==> src/rtl/frce_pkg.sv <==
package frce_pkg;

  // Defaults for the top-level parameters
  localparam int unsigned NumSourcesDef    = 64;
  localparam int unsigned SeqWindowDef     = 256;
  localparam int unsigned DecayExponentDef = 2;
  localparam int unsigned FifoDepthDef     = 2;

  // Register indexes on the configuration port
  localparam logic [2:0] REG_OWN_NODE      = 3'd0;
  localparam logic [2:0] REG_OWN_X         = 3'd1;
  localparam logic [2:0] REG_OWN_Y         = 3'd2;
  localparam logic [2:0] REG_BASE_INTERVAL = 3'd3;
  localparam logic [2:0] REG_NEAR_WAIT     = 3'd4;
  localparam logic [2:0] REG_FAR_WAIT      = 3'd5;
  localparam logic [2:0] REG_REACH_METERS  = 3'd6;

  // Input opcodes
  localparam logic [1:0] OP_ARRIVAL      = 2'd0;
  localparam logic [1:0] OP_FIRST_EXPIRY = 2'd1;
  localparam logic [1:0] OP_DECAY_EXPIRY = 2'd2;

  // Per-source wait phase
  localparam logic [1:0] PH_IDLE  = 2'd0;
  localparam logic [1:0] PH_FIRST = 2'd1;
  localparam logic [1:0] PH_DECAY = 2'd2;

  localparam logic [31:0] Sat32 = 32'hFFFF_FFFF;

  typedef enum logic [2:0] {
    ACT_NONE      = 3'd0,
    ACT_ARM_FIRST = 3'd1,
    ACT_ARM_DECAY = 3'd2,
    ACT_FORWARD   = 3'd3,
    ACT_CANCEL    = 3'd4
  } action_e;

  typedef enum logic [1:0] {
    CMD_NONE    = 2'd0,
    CMD_ARRIVAL = 2'd1,
    CMD_FIRST   = 2'd2,
    CMD_DECAY   = 2'd3
  } cmd_kind_e;

  typedef enum logic [2:0] {
    BK_CLEAR = 3'd0,
    BK_IDLE  = 3'd1,
    BK_EXEC  = 3'd2,
    BK_SQR   = 3'd3,
    BK_MUL   = 3'd4,
    BK_DIV   = 3'd5,
    BK_DECAY = 3'd6,
    BK_OUT   = 3'd7
  } back_state_e;

  typedef struct packed {
    logic [1:0]         opcode;
    logic [15:0]        source;
    logic [15:0]        sequence_req;
    logic [15:0]        hops;
    logic signed [15:0] origin_x;
    logic signed [15:0] origin_y;
    logic signed [15:0] relay_x;
    logic signed [15:0] relay_y;
    logic [15:0]        jitter;
  } in_item_t;

  typedef struct packed {
    action_e            action;
    logic [5:0]         out_source;
    logic [31:0]        delay_ticks;
    logic [15:0]        out_sequence;
    logic [15:0]        out_hops;
    logic signed [15:0] out_origin_x;
    logic signed [15:0] out_origin_y;
    logic signed [15:0] out_relay_x;
    logic signed [15:0] out_relay_y;
  } out_item_t;

  typedef struct packed {
    logic [5:0]         own_node;
    logic signed [15:0] own_x;
    logic signed [15:0] own_y;
    logic [15:0]        base_interval;
    logic [15:0]        near_wait;
    logic [15:0]        far_wait;
    logic [14:0]        reach_meters;
  } cfg_t;

  // Classified transaction handed from front to back
  typedef struct packed {
    cmd_kind_e          kind;
    logic [15:0]        seq;
    logic [15:0]        hops;
    logic signed [15:0] origin_x;
    logic signed [15:0] origin_y;
    logic [15:0]        jitter;
    logic [32:0]        dist2;
  } cmd_t;

  // Per-source record: phase, pending flag and held packet
  typedef struct packed {
    logic [1:0]  phase;
    logic        flag;
    logic [15:0] seq;
    logic [15:0] hops;
    logic [15:0] origin_x;
    logic [15:0] origin_y;
  } src_rec_t;

endpackage

==> src/rtl/frce_front.sv <==
module frce_front #(
  parameter int unsigned NUM_SOURCES = frce_pkg::NumSourcesDef,
  parameter int unsigned SEQ_WINDOW  = frce_pkg::SeqWindowDef
) (
  input  logic                           clk_i,
  input  logic                           rst_ni,
  input  logic                           push_i,
  output logic                           full_o,
  input  frce_pkg::in_item_t             item_i,
  input  frce_pkg::cfg_t                 cfg_i,
  input  logic                           hold_i,
  input  logic                           q_full_i,
  output logic                           q_push_o,
  output frce_pkg::cmd_t                 q_cmd_o,
  output logic [$clog2(NUM_SOURCES)-1:0] q_idx_o,
  output logic [$clog2(SEQ_WINDOW)-1:0]  q_rem_o
);
  import frce_pkg::*;

  localparam int unsigned SrcW     = $clog2(NUM_SOURCES);
  localparam int unsigned SeqW     = $clog2(SEQ_WINDOW);
  localparam logic [31:0] SeqRecip = 32'((64'd1 << 32) / SEQ_WINDOW);
  localparam logic [16:0] SeqWin17 = 17'(SEQ_WINDOW);

  logic               accept, s1_adv, s2_adv;
  logic               s1_vld_q, s2_vld_q;
  logic               src_ok;
  cmd_kind_e          kind;
  logic [47:0]        quo_prod;
  logic [16:0]        dx, dy;
  in_item_t           s1_item_q, s2_item_q;
  cmd_kind_e          s1_kind_q, s2_kind_q;
  logic [SrcW-1:0]    s1_idx_q, s2_idx_q;
  logic signed [16:0] s1_dx_q, s1_dy_q;
  logic [15:0]        s1_quo_q;
  logic signed [33:0] sqx_full, sqy_full;
  logic [31:0]        quo_w;
  logic [15:0]        rem_raw;
  logic [31:0]        s2_sqx_q, s2_sqy_q;
  logic [15:0]        s2_rem_q, rem_c;

  // Stage handshake
  assign s2_adv   = s2_vld_q && !q_full_i;
  assign s1_adv   = s1_vld_q && (!s2_vld_q || s2_adv);
  assign full_o   = hold_i || (s1_vld_q && s2_vld_q && !s2_adv);
  assign accept   = push_i && !full_o;
  assign q_push_o = s2_vld_q;

  // Classify the incoming transaction
  assign src_ok = (item_i.source != 16'd0) && (17'(item_i.source) < 17'(NUM_SOURCES));

  always_comb begin
    kind = CMD_NONE;
    if (src_ok) begin
      case (item_i.opcode)
        OP_ARRIVAL: begin
          if (item_i.source != 16'(cfg_i.own_node)) kind = CMD_ARRIVAL;
        end
        OP_FIRST_EXPIRY: kind = CMD_FIRST;
        OP_DECAY_EXPIRY: kind = CMD_DECAY;
        default:         kind = CMD_NONE;
      endcase
    end
  end

  // Offsets to the last sender and sequence quotient estimate
  assign dx       = {cfg_i.own_x[15], cfg_i.own_x} - {item_i.relay_x[15], item_i.relay_x};
  assign dy       = {cfg_i.own_y[15], cfg_i.own_y} - {item_i.relay_y[15], item_i.relay_y};
  assign quo_prod = 48'(item_i.sequence_req) * 48'(SeqRecip);

  // Squares and raw remainder
  assign sqx_full = 34'(s1_dx_q) * 34'(s1_dx_q);
  assign sqy_full = 34'(s1_dy_q) * 34'(s1_dy_q);
  assign quo_w    = 32'(s1_quo_q) * 32'(SEQ_WINDOW);
  assign rem_raw  = 16'(32'(s1_item_q.sequence_req) - quo_w);

  // Correct the remainder and build the queue entry
  assign rem_c = (17'(s2_rem_q) >= SeqWin17) ? 16'(17'(s2_rem_q) - SeqWin17) : s2_rem_q;

  always_comb begin
    q_cmd_o.kind     = s2_kind_q;
    q_cmd_o.seq      = s2_item_q.sequence_req;
    q_cmd_o.hops     = s2_item_q.hops;
    q_cmd_o.origin_x = s2_item_q.origin_x;
    q_cmd_o.origin_y = s2_item_q.origin_y;
    q_cmd_o.jitter   = s2_item_q.jitter;
    q_cmd_o.dist2    = 33'(s2_sqx_q) + 33'(s2_sqy_q);
  end
  assign q_idx_o = s2_idx_q;
  assign q_rem_o = rem_c[SeqW-1:0];

  // Valid bits
  always_ff @(posedge clk_i or negedge rst_ni) begin
    if (!rst_ni) begin
      s1_vld_q <= 1'b0;
      s2_vld_q <= 1'b0;
    end else begin
      if (accept) begin
        s1_vld_q <= 1'b1;
      end else if (s1_adv) begin
        s1_vld_q <= 1'b0;
      end
      if (s1_adv) begin
        s2_vld_q <= 1'b1;
      end else if (s2_adv) begin
        s2_vld_q <= 1'b0;
      end
    end
  end

  // Stage payloads
  always_ff @(posedge clk_i) begin
    if (accept) begin
      s1_item_q <= item_i;
      s1_kind_q <= kind;
      s1_idx_q  <= item_i.source[SrcW-1:0];
      s1_dx_q   <= dx;
      s1_dy_q   <= dy;
      s1_quo_q  <= quo_prod[47:32];
    end
    if (s1_adv) begin
      s2_item_q <= s1_item_q;
      s2_kind_q <= s1_kind_q;
      s2_idx_q  <= s1_idx_q;
      s2_sqx_q  <= sqx_full[31:0];
      s2_sqy_q  <= sqy_full[31:0];
      s2_rem_q  <= rem_raw;
    end
  end

endmodule

==> config.mk <==
export PLATFORM = sky130hd
export DESIGN_NAME = frce_front
export DESIGN_NICKNAME = d
export VERILOG_FILES = /design/src/rtl/frce_pkg.sv /design/src/rtl/frce_front.sv
export SDC_FILE = /design/constraint.sdc
export NUM_CORES = 2
export LEC_CHECK = 0
export BUFFER_PORTS_ARGS = -buffer_cell sky130_fd_sc_hd__buf_2
export CELL_PAD_IN_SITES_DETAIL_PLACEMENT = 1
export CELL_PAD_IN_SITES_GLOBAL_PLACEMENT = 1
export CORE_MARGIN = 1
export CORE_UTILIZATION = 48
export DETAILED_ROUTE_END_ITERATION = 7
export PLACE_DENSITY = 0.89
export SYNTH_ARGS = -nofsm -noshare
export SYNTH_HDL_FRONTEND = slang
export SYNTH_SLANG_ARGS = --single-unit
==> constraint.sdc <==
create_clock -name clk_i -period 14.9 [get_ports clk_i]
set_input_delay 1.49 -clock clk_i [delete_from_list [all_inputs] [get_ports clk_i]]
set_output_delay 1.49 -clock clk_i [all_outputs]
set_load 0.02 [all_outputs]
==> impl_metrics.yaml <==
status:
  status: "finished, final reports clean"
run:
  drv_cap: 0
die:
  start_util_pct: 48.6
  core_mm2: 0.0617
  die_y_um: 252
  ios: 367
  die_w_um: 252
  die_area_mm2: 0.0635
  placementRows: 91
worst_setup_path:
  worstSetupPathType: "reg -> reg"
  startpoint_type: "flop"
  path_max_fanout: 15
  critical_path_required_ns: 15.26
  critPathCaptureType: "flop"
  critPathArrivalTime_ns: 7.90
drt:
  wire_per_inst_um: 21.1
  drtIter0Drc: 1017
  final_antenna_net_count: 0
  num_vias: 20700
  via_per_inst: 5.30
  firstDrtPassIters: 5
  wirelength_um: 82400
  drc: 0
timing:
  whs_ns: 0.420
  finalSetupViolCount: 0
  period_share_pct: 50.6
  min_period_ns: 7.54
  rsz0062_at_grt: "false"
  fin_tns_setup_ns: 0
  max_freq_ghz: 0.133
  hold_viol_final: 0
  slew_headroom_pct: 27.2
  worst_pin_slew_ns: 1.09
  final-max-slew-violation-count: 0
  skew_ns: 0.0154
global_route:
  grt_max_degree: 76
  grtUsageTotal_pct: 26.7
  grt_pass1_vias: 24500
  antenna_found_initial: 3
  grt_overflow: 0
  grt_pass1_wl_um: 131000
logic_synthesis:
  async_flop_share_pct: 0.730
  synth_cell_types: 70
  synth_most_common_cell: "inv_1"
  ys_top_cells_by_count: "753 x inv_1, 514 x fa_1, 272 x edfxtp_1, 232 x ha_1, 187 x nand2_1"
  ys_warn_count: 0
  synth_fp_nets: 3730
  synthTopCellsByArea: "fa_1 34%, edfxtp_1 27%, ha_1 9.7%, inv_1 9.4%, xnor2_1 3.1%"
  synth_ff_type: "edfxtp_1"
  syn_area_mm2: 0.0300
  synth_edf_count: 272
  yosysTopAreaCell: "fa_1"
  syn-instance-count: 2748
  synth.top_cell.area_share_pct: 34.3
  ys_seq_area_share_pct: 27.4
  synth-seq-cells: 274
  syn_avg_cell_area_um2: 10.9
finish:
  drive_above_1_share_pct: 12.7
  area_growth_pct: 11.4
  nets: 4016
  fin_area_mm2: 0.0334
  n_fill_cell: 6776
clocking:
  cts.clk_slew.worst_paths_ns: 0.07
  cts_max_level: 1
  post-cts-setup-buffers: 0
  clockBufferDepth: 3
  cts.sinks: 274
  cts_root_buf: "clkbuf_16"
  cts-resized-gates: 0
  cts_hold_buffers: 0
  cts_tree: "done"
  numCtsBuffers: 31
  worstSkewPairLatency_ns: 0.62
min_path:
  hold_path.class: "reg -> reg"
place:
  placed_area_mm2: 0.0324
  hpwlAfterDp_um: 64000
  gp_congestion: 0.862
  numPortBuffers: 303
-- kinds of logic (layout without fill, tap and decap cells) --
logic type      count (synthesis)  count (layout)  share of synthesized area, %
compound gates                255             255                          5.78
mux                             2               2                        0.0751
simple gates                  526             526                          8.55
xor+xnor                      137             137                          4.00
buf+inv                       808            1119                          10.2
fa+ha+maj                     746             746                          44.0
flops                         274             274                          27.4
other cells                     0               3                             0
-- layer usage --
metal / routed length, um / vias to the layer above / GRT usage [%]
met5: 0 / - / 0
li1: - / 9012 / -
met4: 3620 / 0 / 11.6
met1: 29500 / 10700 / 29.6
met2: 44700 / 702 / 50.1
met3: 4600 / 234 / 4.04
-- final timing paths --
check / start / end / slack [ns] / depth (start not counted)
min in group asynchronous: rst_ni / q_push_o / 0.64 / 1
worst min-delay path: s1_item_q[50] / q_cmd_o[51] / 0.42 / 0
worst min register to register: s1_item_q[50] / q_cmd_o[51] / 0.42 / 0
worst max register to register: s1_dx_q[14] / s2_sqx_q[30] / 7.36 / 22
max in group asynchronous: rst_ni / s1_vld_q / 14.16 / 1
worst max-delay path: s1_dx_q[14] / s2_sqx_q[30] / 7.36 / 22
-- flip-flops by register name, indices dropped and copies added, names as in the netlist --
signal / cells
q_cmd_o: 80
s1_item_q: 80
s2_sqx_q: 31
s2_sqy_q: 31
s1_dx_q: 17
s1_dy_q: 17
q_idx_o: 6
s1_idx_q: 6
s1_kind_q: 2
s2_kind_q: 2
q_push_o: 1
s1_vld_q: 1
-- critical path, stage by stage (launching register included) --
cell,delay [ns]
edfxtp_1,0.83
inv_1,0.35
nor2_1,0.32
ha_1,0.31
xor2_1,0.19
fa_1,0.51
fa_1,0.51
inv_1,0.05
fa_1,0.49
fa_1,0.51
inv_1,0.06
fa_1,0.47
inv_1,0.05
ha_1,0.23
a211oi_1,0.46
nand2_1,0.16
o31ai_2,0.38
o22ai_1,0.25
a41oi_1,0.46
a21oi_1,0.14
a21oi_1,0.27
o21ai_1,0.14
xor2_1,0.15
-- per-stage QoR --
| stage | std cells | utilization, % | setup WS (ns) |
|---|---|---|---|
| global placement | 3838 | 52.5 | 7.93 |
| finish | 3899 | 54.2 | 7.36 |
| global route | 3899 | 54.2 | 7.06 |
| floorplan | 2748 | - | 1.73 |
| detailed placement | 3838 | 52.5 | 7.58 |
| CTS | 3896 | 54.2 | 7.46 |
-- area by class of cell --
type                       instances  area, um^2  share of cell area [%]
clock buffer                      36         795                    2.38
timing repair buffer             308        1550                    4.65
multi-input combinational       1666       18700                    56.0
sequential                       274        8220                    24.6
antenna                            3        7.51                  0.0225
clock inverter                    22         256                   0.767
tap                              837        1050                    3.13
inverter                         753        2830                    8.45
-- cells in the final DEF (no fill, tap or decap), types with 37 or more instances in the layout --
cell type	instances
inv_1	753
fa_1	514
buf_2	303
edfxtp_1	272
ha_1	232
nand2_1	187
and2_1	109
xnor2_1	105
nor2_1	97
a21oi_1	75
nor2b_1	37
Power is not shown: default switching activity piles up to over one toggle a cycle in this logic, so the estimate is an artifact.
