===== src/rtl/frce_pkg.sv =====
package frce_pkg;

  // Defaults for the top-level parameters
  localparam int unsigned NumSourcesDef    = 64;
  localparam int unsigned SeqWindowDef     = 256;
  localparam int unsigned DecayExponentDef = 2;
  localparam int unsigned FifoDepthDef     = 2;

  // Register indexes on the configuration port
  localparam logic [2:0] REG_OWN_NODE      = 3'd0;
  localparam logic [2:0] REG_OWN_X         = 3'd1;
  localparam logic [2:0] REG_OWN_Y         = 3'd2;
  localparam logic [2:0] REG_BASE_INTERVAL = 3'd3;
  localparam logic [2:0] REG_NEAR_WAIT     = 3'd4;
  localparam logic [2:0] REG_FAR_WAIT      = 3'd5;
  localparam logic [2:0] REG_REACH_METERS  = 3'd6;

  // Input opcodes
  localparam logic [1:0] OP_ARRIVAL      = 2'd0;
  localparam logic [1:0] OP_FIRST_EXPIRY = 2'd1;
  localparam logic [1:0] OP_DECAY_EXPIRY = 2'd2;

  // Per-source wait phase
  localparam logic [1:0] PH_IDLE  = 2'd0;
  localparam logic [1:0] PH_FIRST = 2'd1;
  localparam logic [1:0] PH_DECAY = 2'd2;

  localparam logic [31:0] Sat32 = 32'hFFFF_FFFF;

  typedef enum logic [2:0] {
    ACT_NONE      = 3'd0,
    ACT_ARM_FIRST = 3'd1,
    ACT_ARM_DECAY = 3'd2,
    ACT_FORWARD   = 3'd3,
    ACT_CANCEL    = 3'd4
  } action_e;

  typedef enum logic [1:0] {
    CMD_NONE    = 2'd0,
    CMD_ARRIVAL = 2'd1,
    CMD_FIRST   = 2'd2,
    CMD_DECAY   = 2'd3
  } cmd_kind_e;

  typedef enum logic [2:0] {
    BK_CLEAR = 3'd0,
    BK_IDLE  = 3'd1,
    BK_EXEC  = 3'd2,
    BK_SQR   = 3'd3,
    BK_MUL   = 3'd4,
    BK_DIV   = 3'd5,
    BK_DECAY = 3'd6,
    BK_OUT   = 3'd7
  } back_state_e;

  typedef struct packed {
    logic [1:0]         opcode;
    logic [15:0]        source;
    logic [15:0]        sequence_req;
    logic [15:0]        hops;
    logic signed [15:0] origin_x;
    logic signed [15:0] origin_y;
    logic signed [15:0] relay_x;
    logic signed [15:0] relay_y;
    logic [15:0]        jitter;
  } in_item_t;

  typedef struct packed {
    action_e            action;
    logic [5:0]         out_source;
    logic [31:0]        delay_ticks;
    logic [15:0]        out_sequence;
    logic [15:0]        out_hops;
    logic signed [15:0] out_origin_x;
    logic signed [15:0] out_origin_y;
    logic signed [15:0] out_relay_x;
    logic signed [15:0] out_relay_y;
  } out_item_t;

  typedef struct packed {
    logic [5:0]         own_node;
    logic signed [15:0] own_x;
    logic signed [15:0] own_y;
    logic [15:0]        base_interval;
    logic [15:0]        near_wait;
    logic [15:0]        far_wait;
    logic [14:0]        reach_meters;
  } cfg_t;

  // Classified transaction handed from front to back
  typedef struct packed {
    cmd_kind_e          kind;
    logic [15:0]        seq;
    logic [15:0]        hops;
    logic signed [15:0] origin_x;
    logic signed [15:0] origin_y;
    logic [15:0]        jitter;
    logic [32:0]        dist2;
  } cmd_t;

  // Per-source record: phase, pending flag and held packet
  typedef struct packed {
    logic [1:0]  phase;
    logic        flag;
    logic [15:0] seq;
    logic [15:0] hops;
    logic [15:0] origin_x;
    logic [15:0] origin_y;
  } src_rec_t;

endpackage


===== src/rtl/frce_fifo.sv =====
module frce_fifo #(
  parameter int unsigned WIDTH = 8,
  parameter int unsigned DEPTH = frce_pkg::FifoDepthDef
) (
  input  logic             clk_i,
  input  logic             rst_ni,
  input  logic             push_i,
  input  logic [WIDTH-1:0] data_i,
  output logic             full_o,
  input  logic             pop_i,
  output logic [WIDTH-1:0] data_o,
  output logic             empty_o
);
  localparam int unsigned PtrW = (DEPTH > 1) ? $clog2(DEPTH) : 1;

  logic [WIDTH-1:0] mem_q [DEPTH];
  logic [PtrW-1:0]  wr_q, rd_q;
  logic [PtrW:0]    cnt_q;
  logic             do_push, do_pop;

  assign full_o  = (cnt_q == (PtrW + 1)'(DEPTH));
  assign empty_o = (cnt_q == '0);
  assign do_push = push_i && !full_o;
  assign do_pop  = pop_i && !empty_o;
  assign data_o  = mem_q[rd_q];

  // Advance pointers and occupancy
  always_ff @(posedge clk_i or negedge rst_ni) begin
    if (!rst_ni) begin
      wr_q  <= '0;
      rd_q  <= '0;
      cnt_q <= '0;
    end else begin
      if (do_push) begin
        wr_q <= (wr_q == PtrW'(DEPTH - 1)) ? '0 : wr_q + 1'b1;
      end
      if (do_pop) begin
        rd_q <= (rd_q == PtrW'(DEPTH - 1)) ? '0 : rd_q + 1'b1;
      end
      if (do_push && !do_pop) begin
        cnt_q <= cnt_q + 1'b1;
      end else if (do_pop && !do_push) begin
        cnt_q <= cnt_q - 1'b1;
      end
    end
  end

  // Hold entries
  always_ff @(posedge clk_i) begin
    if (do_push) begin
      mem_q[wr_q] <= data_i;
    end
  end

endmodule


===== config.mk =====
export PLATFORM = sky130hd
export DESIGN_NAME = frce_fifo
export DESIGN_NICKNAME = d
export VERILOG_FILES = /design/src/rtl/frce_pkg.sv /design/src/rtl/frce_fifo.sv
export SDC_FILE = /design/constraint.sdc
export NUM_CORES = 1
export LEC_CHECK = 0
export ABC_CLOCK_PERIOD_IN_PS = 1780
export BUFFER_PORTS_ARGS = -buffer_cell sky130_fd_sc_hd__buf_2
export CAP_MARGIN = 20
export CORE_MARGIN = 8
export CORE_UTILIZATION = 48
export CTS_CLUSTER_DIAMETER = 50
export CTS_CLUSTER_SIZE = 16
export DETAILED_ROUTE_END_ITERATION = 8
export PLACE_DENSITY = 0.78
export SKIP_LAST_GASP = 1
export SLEW_MARGIN = 10
export SYNTH_ARGS = -nofsm -noshare
export SYNTH_HDL_FRONTEND = slang
export SYNTH_SLANG_ARGS = --single-unit

===== constraint.sdc =====
create_clock -name clk_i -period 1.78 [get_ports clk_i]
set_input_delay 0 -clock clk_i [delete_from_list [all_inputs] [get_ports clk_i]]
set_output_delay 0 -clock clk_i [all_outputs]
set_load 0.02 [all_outputs]

==> results.json, run 1 <==
{
  "outcome": "completed",
  "rsz0062_at_grt": "false",
  "cts_resized": 0,
  "placed_area_um2": 909.6,
  "final_area_mm2": 0.001046,
  "critPathBufInv": 1,
  "dr.pass1.iters": 3,
  "final_max_slew_viol_count": 0,
  "num_rows": 14,
  "p_comb_share_pct": 36.8,
  "synth-seq-area-share_pct": 74.24,
  "synthToLayoutAreaGrowth_pct": 33.76,
  "vias": 465,
  "fin_crit_sh_pct": 84.51,
  "drtAntennaViolNets": 0,
  "intPower_mw": 1.044,
  "layout-drive-gt1-share_pct": 37.97,
  "yosys_warnings": 0,
  "seqPwrFrac_pct": 47.1,
  "fp.coreArea_mm2": 0.001524,
  "p_sw_uw": 562.4,
  "cts_setup_buffers": 0,
  "grt_max_degree": 12,
  "drtIter0Drc": 3,
  "pwr-share-clk_pct": 16.1,
  "cp_top_family": "flip-flops",
  "cp_data_required_time_ns": 2.00,
  "clk_latency_ns": 0.29,
  "globalRouteTotalUtil_pct": 9.431,
  "arrival_ns": 1.73,
  "worstPathCellList": "nand2b_1 > nand2_2 > inv_1 > ha_1 > xor2_1 > nor2_1 > xor2_1",
  "fmax_mhz": 664.8,
  "vias_per_cell": 4.895,
  "route.detailed.drc": 0,
  "diodes": 0,
  "seqCellArea_um2": 580.6,
  "cap_violations": 0,
  "critPathLaunchType": "flip-flop",
  "finClkSkew_ns": 0.003096,
  "slew_headroom_pct": 73.91,
  "fin_crit_ns": 1.504,
  "min_path_type": "input port to async pin",
  "cts_max_path_buffers": 2,
  "synth_cells": 44,
  "synth_seq_cells": 20,
  "dp_hpwl_um": 1029,
  "initial_core_util_pct": 51.31,
  "routedWlPerCell_um": 15.02,
  "die-area_mm2": 0.003176,
  "nFillCells": 100,
  "pin_count": 22,
  "cts_buffers": 3,
  "setup_violations": 0,
  "hold_viol": 0,
  "cts_sinks": 20,
  "fin_tns_setup_ns": 0,
  "clk_pin_slew_ns": 0.11,
  "netlist_area_um2": 782.0,
  "worst_hold_slack_ns": 0.04733,
  "p_leak_nw": 0.4422,
  "endpoint_kind": "flip-flop",
  "multi_input_area_um2": 188.9,
  "syn_area_per_cell_um2": 17.77,
  "worst_pin_slew_ns": 0.3914,
  "netSwitchingFraction_pct": 35.01,
  "fp.dieW_um": 56.36,
  "yosys.cell_types.count": 15,
  "grt_pass1_wl_um": 2408,
  "root_buffer": "clkbuf_4",
  "io_buffers": 21,
  "crit_fanout": 5,
  "cp_common_cell": "xor2_1",
  "grt_pass1_vias": 554,
  "grt_overflow": 0,
  "nets": 93,
  "max_stage_delay_ns": 0.45,
  "cts_tree": "done",
  "ir_drop_uv": 950.0,
  "holdBufCountCts": 10,
  "place_congestion": 0.6997,
  "slowest_stage": "dfrtp_1",
  "syn_nets": 57,
  "antenna_found_initial": 0,
  "wl_um": 1427,
  "p_per_area_mw_per_mm2": 1536,
  "die_h_um": 56.36,
  "path_class": "flip-flop to flip-flop",
  "htreeDepth": 1
}
## power by group through the flow
| stage | Clock (mW) | Sequential [mW] | Combinational [mW] |
|---|---|---|---|
| after detailed placement | 0 | 0.771 | 0.582 |
| final | 0.259 | 0.756 | 0.592 |
| after global placement | 0 | 0.760 | 0.570 |
| after CTS | 0.258 | 0.760 | 0.603 |
| after global routing | 0.276 | 0.776 | 0.650 |
| after floorplan | 0 | 0.713 | 0.451 |
## worst register-to-register path: stages, from the launching register on
cell and delay, ns:
dfrtp_1 0.45, nand2b_1 0.21, nand2_2 0.12, inv_1 0.05, ha_1 0.19, xor2_1 0.14
nor2_1 0.11, xor2_1 0.15
## worst paths after layout
check / end / from / depth (start not counted) / slack [ns]
worst max-delay path: cnt_q[1]$_DFFE_PN0P_ / cnt_q[0]$_DFFE_PN0P_ / 7 / 0.28
worst min-delay path: wr_q$_DFFE_PN0N_ / rst_ni / 2 / 0.05
worst max register to register: cnt_q[1]$_DFFE_PN0P_ / cnt_q[0]$_DFFE_PN0P_ / 7 / 0.28
worst min register to register: cnt_q[1]$_DFFE_PN0P_ / cnt_q[1]$_DFFE_PN0P_ / 1 / 0.54
max in group asynchronous: rd_q$_DFFE_PN0P_ / rst_ni / 2 / 1.61
min in group clk_i: rd_q$_DFFE_PN0P_ / pop_i / 3 / 0.05
## final cells by class
type	instances	share of cell area [%]
tap	16	1.914
multi-input combinational	21	18.06
inverter	2	0.7177
clock buffer	4	3.469
timing repair buffer	32	20.33
sequential	20	55.50
## cells in the mapped netlist, drive strengths merged
cell | number | area [um^2]
buf | 1 | 5.000
mux2 | 8 | 90.08
and3 | 1 | 6.260
nand2 | 1 | 6.260
inv | 2 | 7.510
o21ai | 1 | 5.000
nand2b | 1 | 6.260
ha | 1 | 12.51
xnor2 | 3 | 33.79
xor2 | 2 | 17.52
dfrtp | 4 | 100.1
edfxtp | 16 | 480.5
nor2 | 3 | 11.26
## cells by family (layout without fill, tap and decap cells)
| kind of cell | Yosys count | after routing | share of synthesized area (%) |
|---|---|---|---|
| DFF | 20 | 20 | 74.24 |
| muxes | 8 | 8 | 11.52 |
| and+or+nand+nor | 6 | 6 | 3.841 |
| xor gates and xnor gates | 5 | 5 | 6.561 |
| buffers and inverters | 3 | 38 | 1.600 |
| adders and majority gates | 1 | 1 | 1.600 |
| AOI/OAI and AO/OA | 1 | 1 | 0.6394 |
## metrics by stage
stage | power (mW) | cells | worst slack, ns | utilization [%]
final | 1.607 | 95 | 0.2758 | 68.64
after global routing | 1.701 | 95 | 0.1377 | 68.64
after CTS | 1.620 | 95 | 0.2601 | 68.64
after detailed placement | 1.352 | 81 | 0.2927 | 59.69
after global placement | 1.329 | 81 | 0.3540 | 59.69
after floorplan | 1.164 | 44 | 0.3879 | -
## registers in the layout, indices dropped and copies added, names as in the netlist
name and count:
cnt_q 2, wr_q 1, rd_q 1, mem_q 16
## layer usage
metal	vias to the layer above	track usage (%)	part of all wire [%]
met1	221	9.865	43
met3	2	1.573	3.2
met5	-	0	0
li1	230	-	-
met4	0	7.216	1.8
met2	12	16.32	52
## cell usage in the layout, fill, tap and decap left out, types with 2 or more instances in the layout
master | netlist | routed
dfrtp_1 | 4 | 4
mux2_1 | 6 | 6
xor2_1 | 2 | 2
mux2_2 | 2 | 2
clkbuf_4 | 0 | 3
inv_1 | 2 | 2
edfxtp_1 | 16 | 16
dlygate4sd3_1 | 0 | 10
nor2_1 | 3 | 3
buf_2 | 1 | 21
xnor2_1 | 2 | 2
No activity file was read; power rests on OpenSTA's default activity.
==> run 2: changes to the inputs <==
--- a/config.mk
+++ b/config.mk
@@ -5,15 +5,15 @@
 export SDC_FILE = /design/constraint.sdc
 export NUM_CORES = 1
 export LEC_CHECK = 0
-export ABC_CLOCK_PERIOD_IN_PS = 1780
+export ABC_CLOCK_PERIOD_IN_PS = 1300
 export BUFFER_PORTS_ARGS = -buffer_cell sky130_fd_sc_hd__buf_2
 export CAP_MARGIN = 20
 export CORE_MARGIN = 8
-export CORE_UTILIZATION = 48
+export CORE_UTILIZATION = 44
 export CTS_CLUSTER_DIAMETER = 50
 export CTS_CLUSTER_SIZE = 16
 export DETAILED_ROUTE_END_ITERATION = 8
-export PLACE_DENSITY = 0.78
+export PLACE_DENSITY = 0.76
 export SKIP_LAST_GASP = 1
 export SLEW_MARGIN = 10
 export SYNTH_ARGS = -nofsm -noshare
==> constraint.sdc (replaced) <==
create_clock -name clk_i -period 1.3 [get_ports clk_i]
set_input_delay 0 -clock clk_i [delete_from_list [all_inputs] [get_ports clk_i]]
set_output_delay 0 -clock clk_i [all_outputs]
set_load 0.02 [all_outputs]
==> run 2 against run 1 <==
  * The flow now finishes with violations (negative setup slack)
  * Worst setup slack got worse by 0.31 ns
  * Sequential cell count unchanged
  * Critical path depth decreased by 4
  * Total power increased by 53%
  * Routed wire length increased by 6.7%
  * Critical endpoint is now data_o[3]
  * Critical path type is now flip-flop to output port
==> results.json, run 2 (synthesized netlist as in run 1, its figures left out) <==
{
  "r2r_cells": 6,
  "grt_pass1_wl_um": 2394,
  "antenna_found_initial": 0,
  "grt_overflow": 0,
  "finClkSkew_ns": 0.004040,
  "vias": 512,
  "io_buffers": 21,
  "place_congestion": 0.6805,
  "hold_viol": 0,
  "vias_per_cell": 4.571,
  "final_cell_mix": "buf_2 (19), edfxtp_1 (16), buf_4 (10)",
  "arrival_ns": 1.34,
  "die_h_um": 58.16,
  "root_buffer": "clkbuf_4",
  "seqPwrFrac_pct": 40.7,
  "diodes": 0,
  "preCtsSetupSlack_ns": -0.04367,
  "ir_drop_uv": 1194,
  "die-area_mm2": 0.003382,
  "clk_latency_ns": 0.29,
  "drtAntennaViolNets": 0,
  "pwr-share-clk_pct": 11.9,
  "worst_pin_slew_ns": 0.1939,
  "clk_pin_slew_ns": 0.11,
  "fmax_mhz": 748.9,
  "p_sw_uw": 841.2,
  "dr_wl_met3_um": 87,
  "fin_ws_ns": -0.03530,
  "intPower_mw": 1.609,
  "fp.coreArea_mm2": 0.001708,
  "final_common_cell": "buf_2",
  "nFillCells": 128,
  "top_layer": "met4",
  "violations": "negative setup slack",
  "htreeDepth": 1,
  "crit_fanout": 4,
  "initial_core_util_pct": 45.79,
  "dp_hpwl_um": 1043,
  "worstPathCellList": "buf_4 > mux2_1 > buf_2",
  "wl_um": 1523,
  "placed_area_um2": 983.4,
  "p_total_mw": 2.450,
  "cts_sinks": 20,
  "critPathLaunchType": "flip-flop",
  "fin_crit_ns": 1.335,
  "max_stage_delay_ns": 0.43,
  "slowest_stage": "dfrtp_2",
  "dr.pass1.iters": 2,
  "fp.dieW_um": 58.16,
  "r2r-start": "cnt_q[0]$_DFFE_PN0P_",
  "p_leak_nw": 0.4937,
  "wl_met2_um": 761,
  "grt_pass1_vias": 549,
  "route.detailed.drc": 0,
  "rsz0062_at_grt": "true",
  "final_area_mm2": 0.001147,
  "netSwitchingFraction_pct": 34.33,
  "fin_cells": 112,
  "grt_max_degree": 12,
  "pin_count": 22,
  "drtIter0Drc": 9,
  "fin_crit_sh_pct": 102.7,
  "place_inst": 96,
  "cts_tree": "done",
  "largest_reg_flops": 16,
  "globalRouteTotalUtil_pct": 9.354,
  "outcome": "complete, but fails checks",
  "routedWlPerCell_um": 13.60,
  "endpoint_kind": "output port",
  "p_comb_share_pct": 47.4,
  "cts_max_path_buffers": 2,
  "finish.utilization_pct": 67.18,
  "cap_violations": 0,
  "synthToLayoutAreaGrowth_pct": 46.72,
  "nets": 101,
  "cts_buffers": 3,
  "setup_violations": 7,
  "wl_met1_um": 665,
  "num_rows": 15,
  "path_class": "flip-flop to output port",
  "largest_register": "mem_q",
  "final_max_slew_viol_count": 0,
  "cp_data_required_time_ns": 1.30,
  "p_per_area_mw_per_mm2": 2136,
  "crit_path_start": "rd_q$_DFFE_PN0P_",
  "slew_headroom_pct": 87.07,
  "min_path_type": "input port to async pin",
  "reg.largest.list": "mem_q: 16 flops, cnt_q: 2 flops",
  "layout-drive-gt1-share_pct": 52.87
}
## run 2: cell types whose count changed in the layout (fill, tap and decap cells not counted), moves of 2 or more
cell | before | now
mux2_1 | 6 | 4
buf_4 | 1 | 10
buf_6 | 0 | 2
mux2_4 | 0 | 2
buf_2 | 21 | 19
## run 2: stage by stage
stage / hold WS [ns] / setup TNS, ns
after floorplan: -0.2956 / -0.0007930
after global placement: -0.1871 / 0
after detailed placement: -0.1860 / -0.04367
after CTS: 0.02410 / -0.07724
after global routing: 0.01419 / -0.4910
final: 0.03217 / -0.1393
## run 2: path summary, 6_finish.rpt
| path | to | slack [ns] |
|---|---|---|
| worst max-delay path | data_o[3] | -0.04 |
| worst min-delay path | wr_q$_DFFE_PN0N_ | 0.03 |
| min in group clk_i | rd_q$_DFFE_PN0P_ | 0.06 |
| worst max register to register | cnt_q[1]$_DFFE_PN0P_ | -0.01 |
| worst min register to register | wr_q$_DFFE_PN0N_ | 0.55 |
| max in group asynchronous | rd_q$_DFFE_PN0P_ | 1.13 |
## run 2: critical path, delay by kind of cell, from the launching register on
kind	cells	cell delay [ns]
buffers and inverters	2	0.32
DFF	1	0.43
muxes	1	0.30
## run 2: cell type report
class / count / area [um^2] / area share [%]
well taps: 25 / 31.28 / 2.726
inverters: 2 / 7.507 / 0.6543
flip-flops and latches: 20 / 581.8 / 50.71
clock buffers: 4 / 26.28 / 2.290
multi-input cells: 21 / 217.7 / 18.97
repair buffers: 40 / 282.8 / 24.65
## run 2: per-layer routing
layer / up-vias / track usage, %
met3: 2 / 3.753
met2: 14 / 15.61
met1: 253 / 10.17
met4: 0 / 4.196
met5: - / 0
li1: 243 / -
## run 2: power groups by stage
stage	Combinational [mW]	Clock, mW	Sequential [mW]
floorplan	0.652	0	0.988
global placement	0.935	0	1.04
detailed placement	0.957	0	1.05
CTS	1.01	0.301	1.03
global route	1.25	0.330	1.01
finish	1.16	0.293	0.996
## run 2: what timing repair did
action                                  in CTS  in global routing
endpoints found under the setup margin       9                  9
pin swaps                                    1                  0
buffers inserted                             1                  2
hold buffers                                 9                  0
endpoints found under the hold margin       20                  0
gates resized for setup                      1                  9
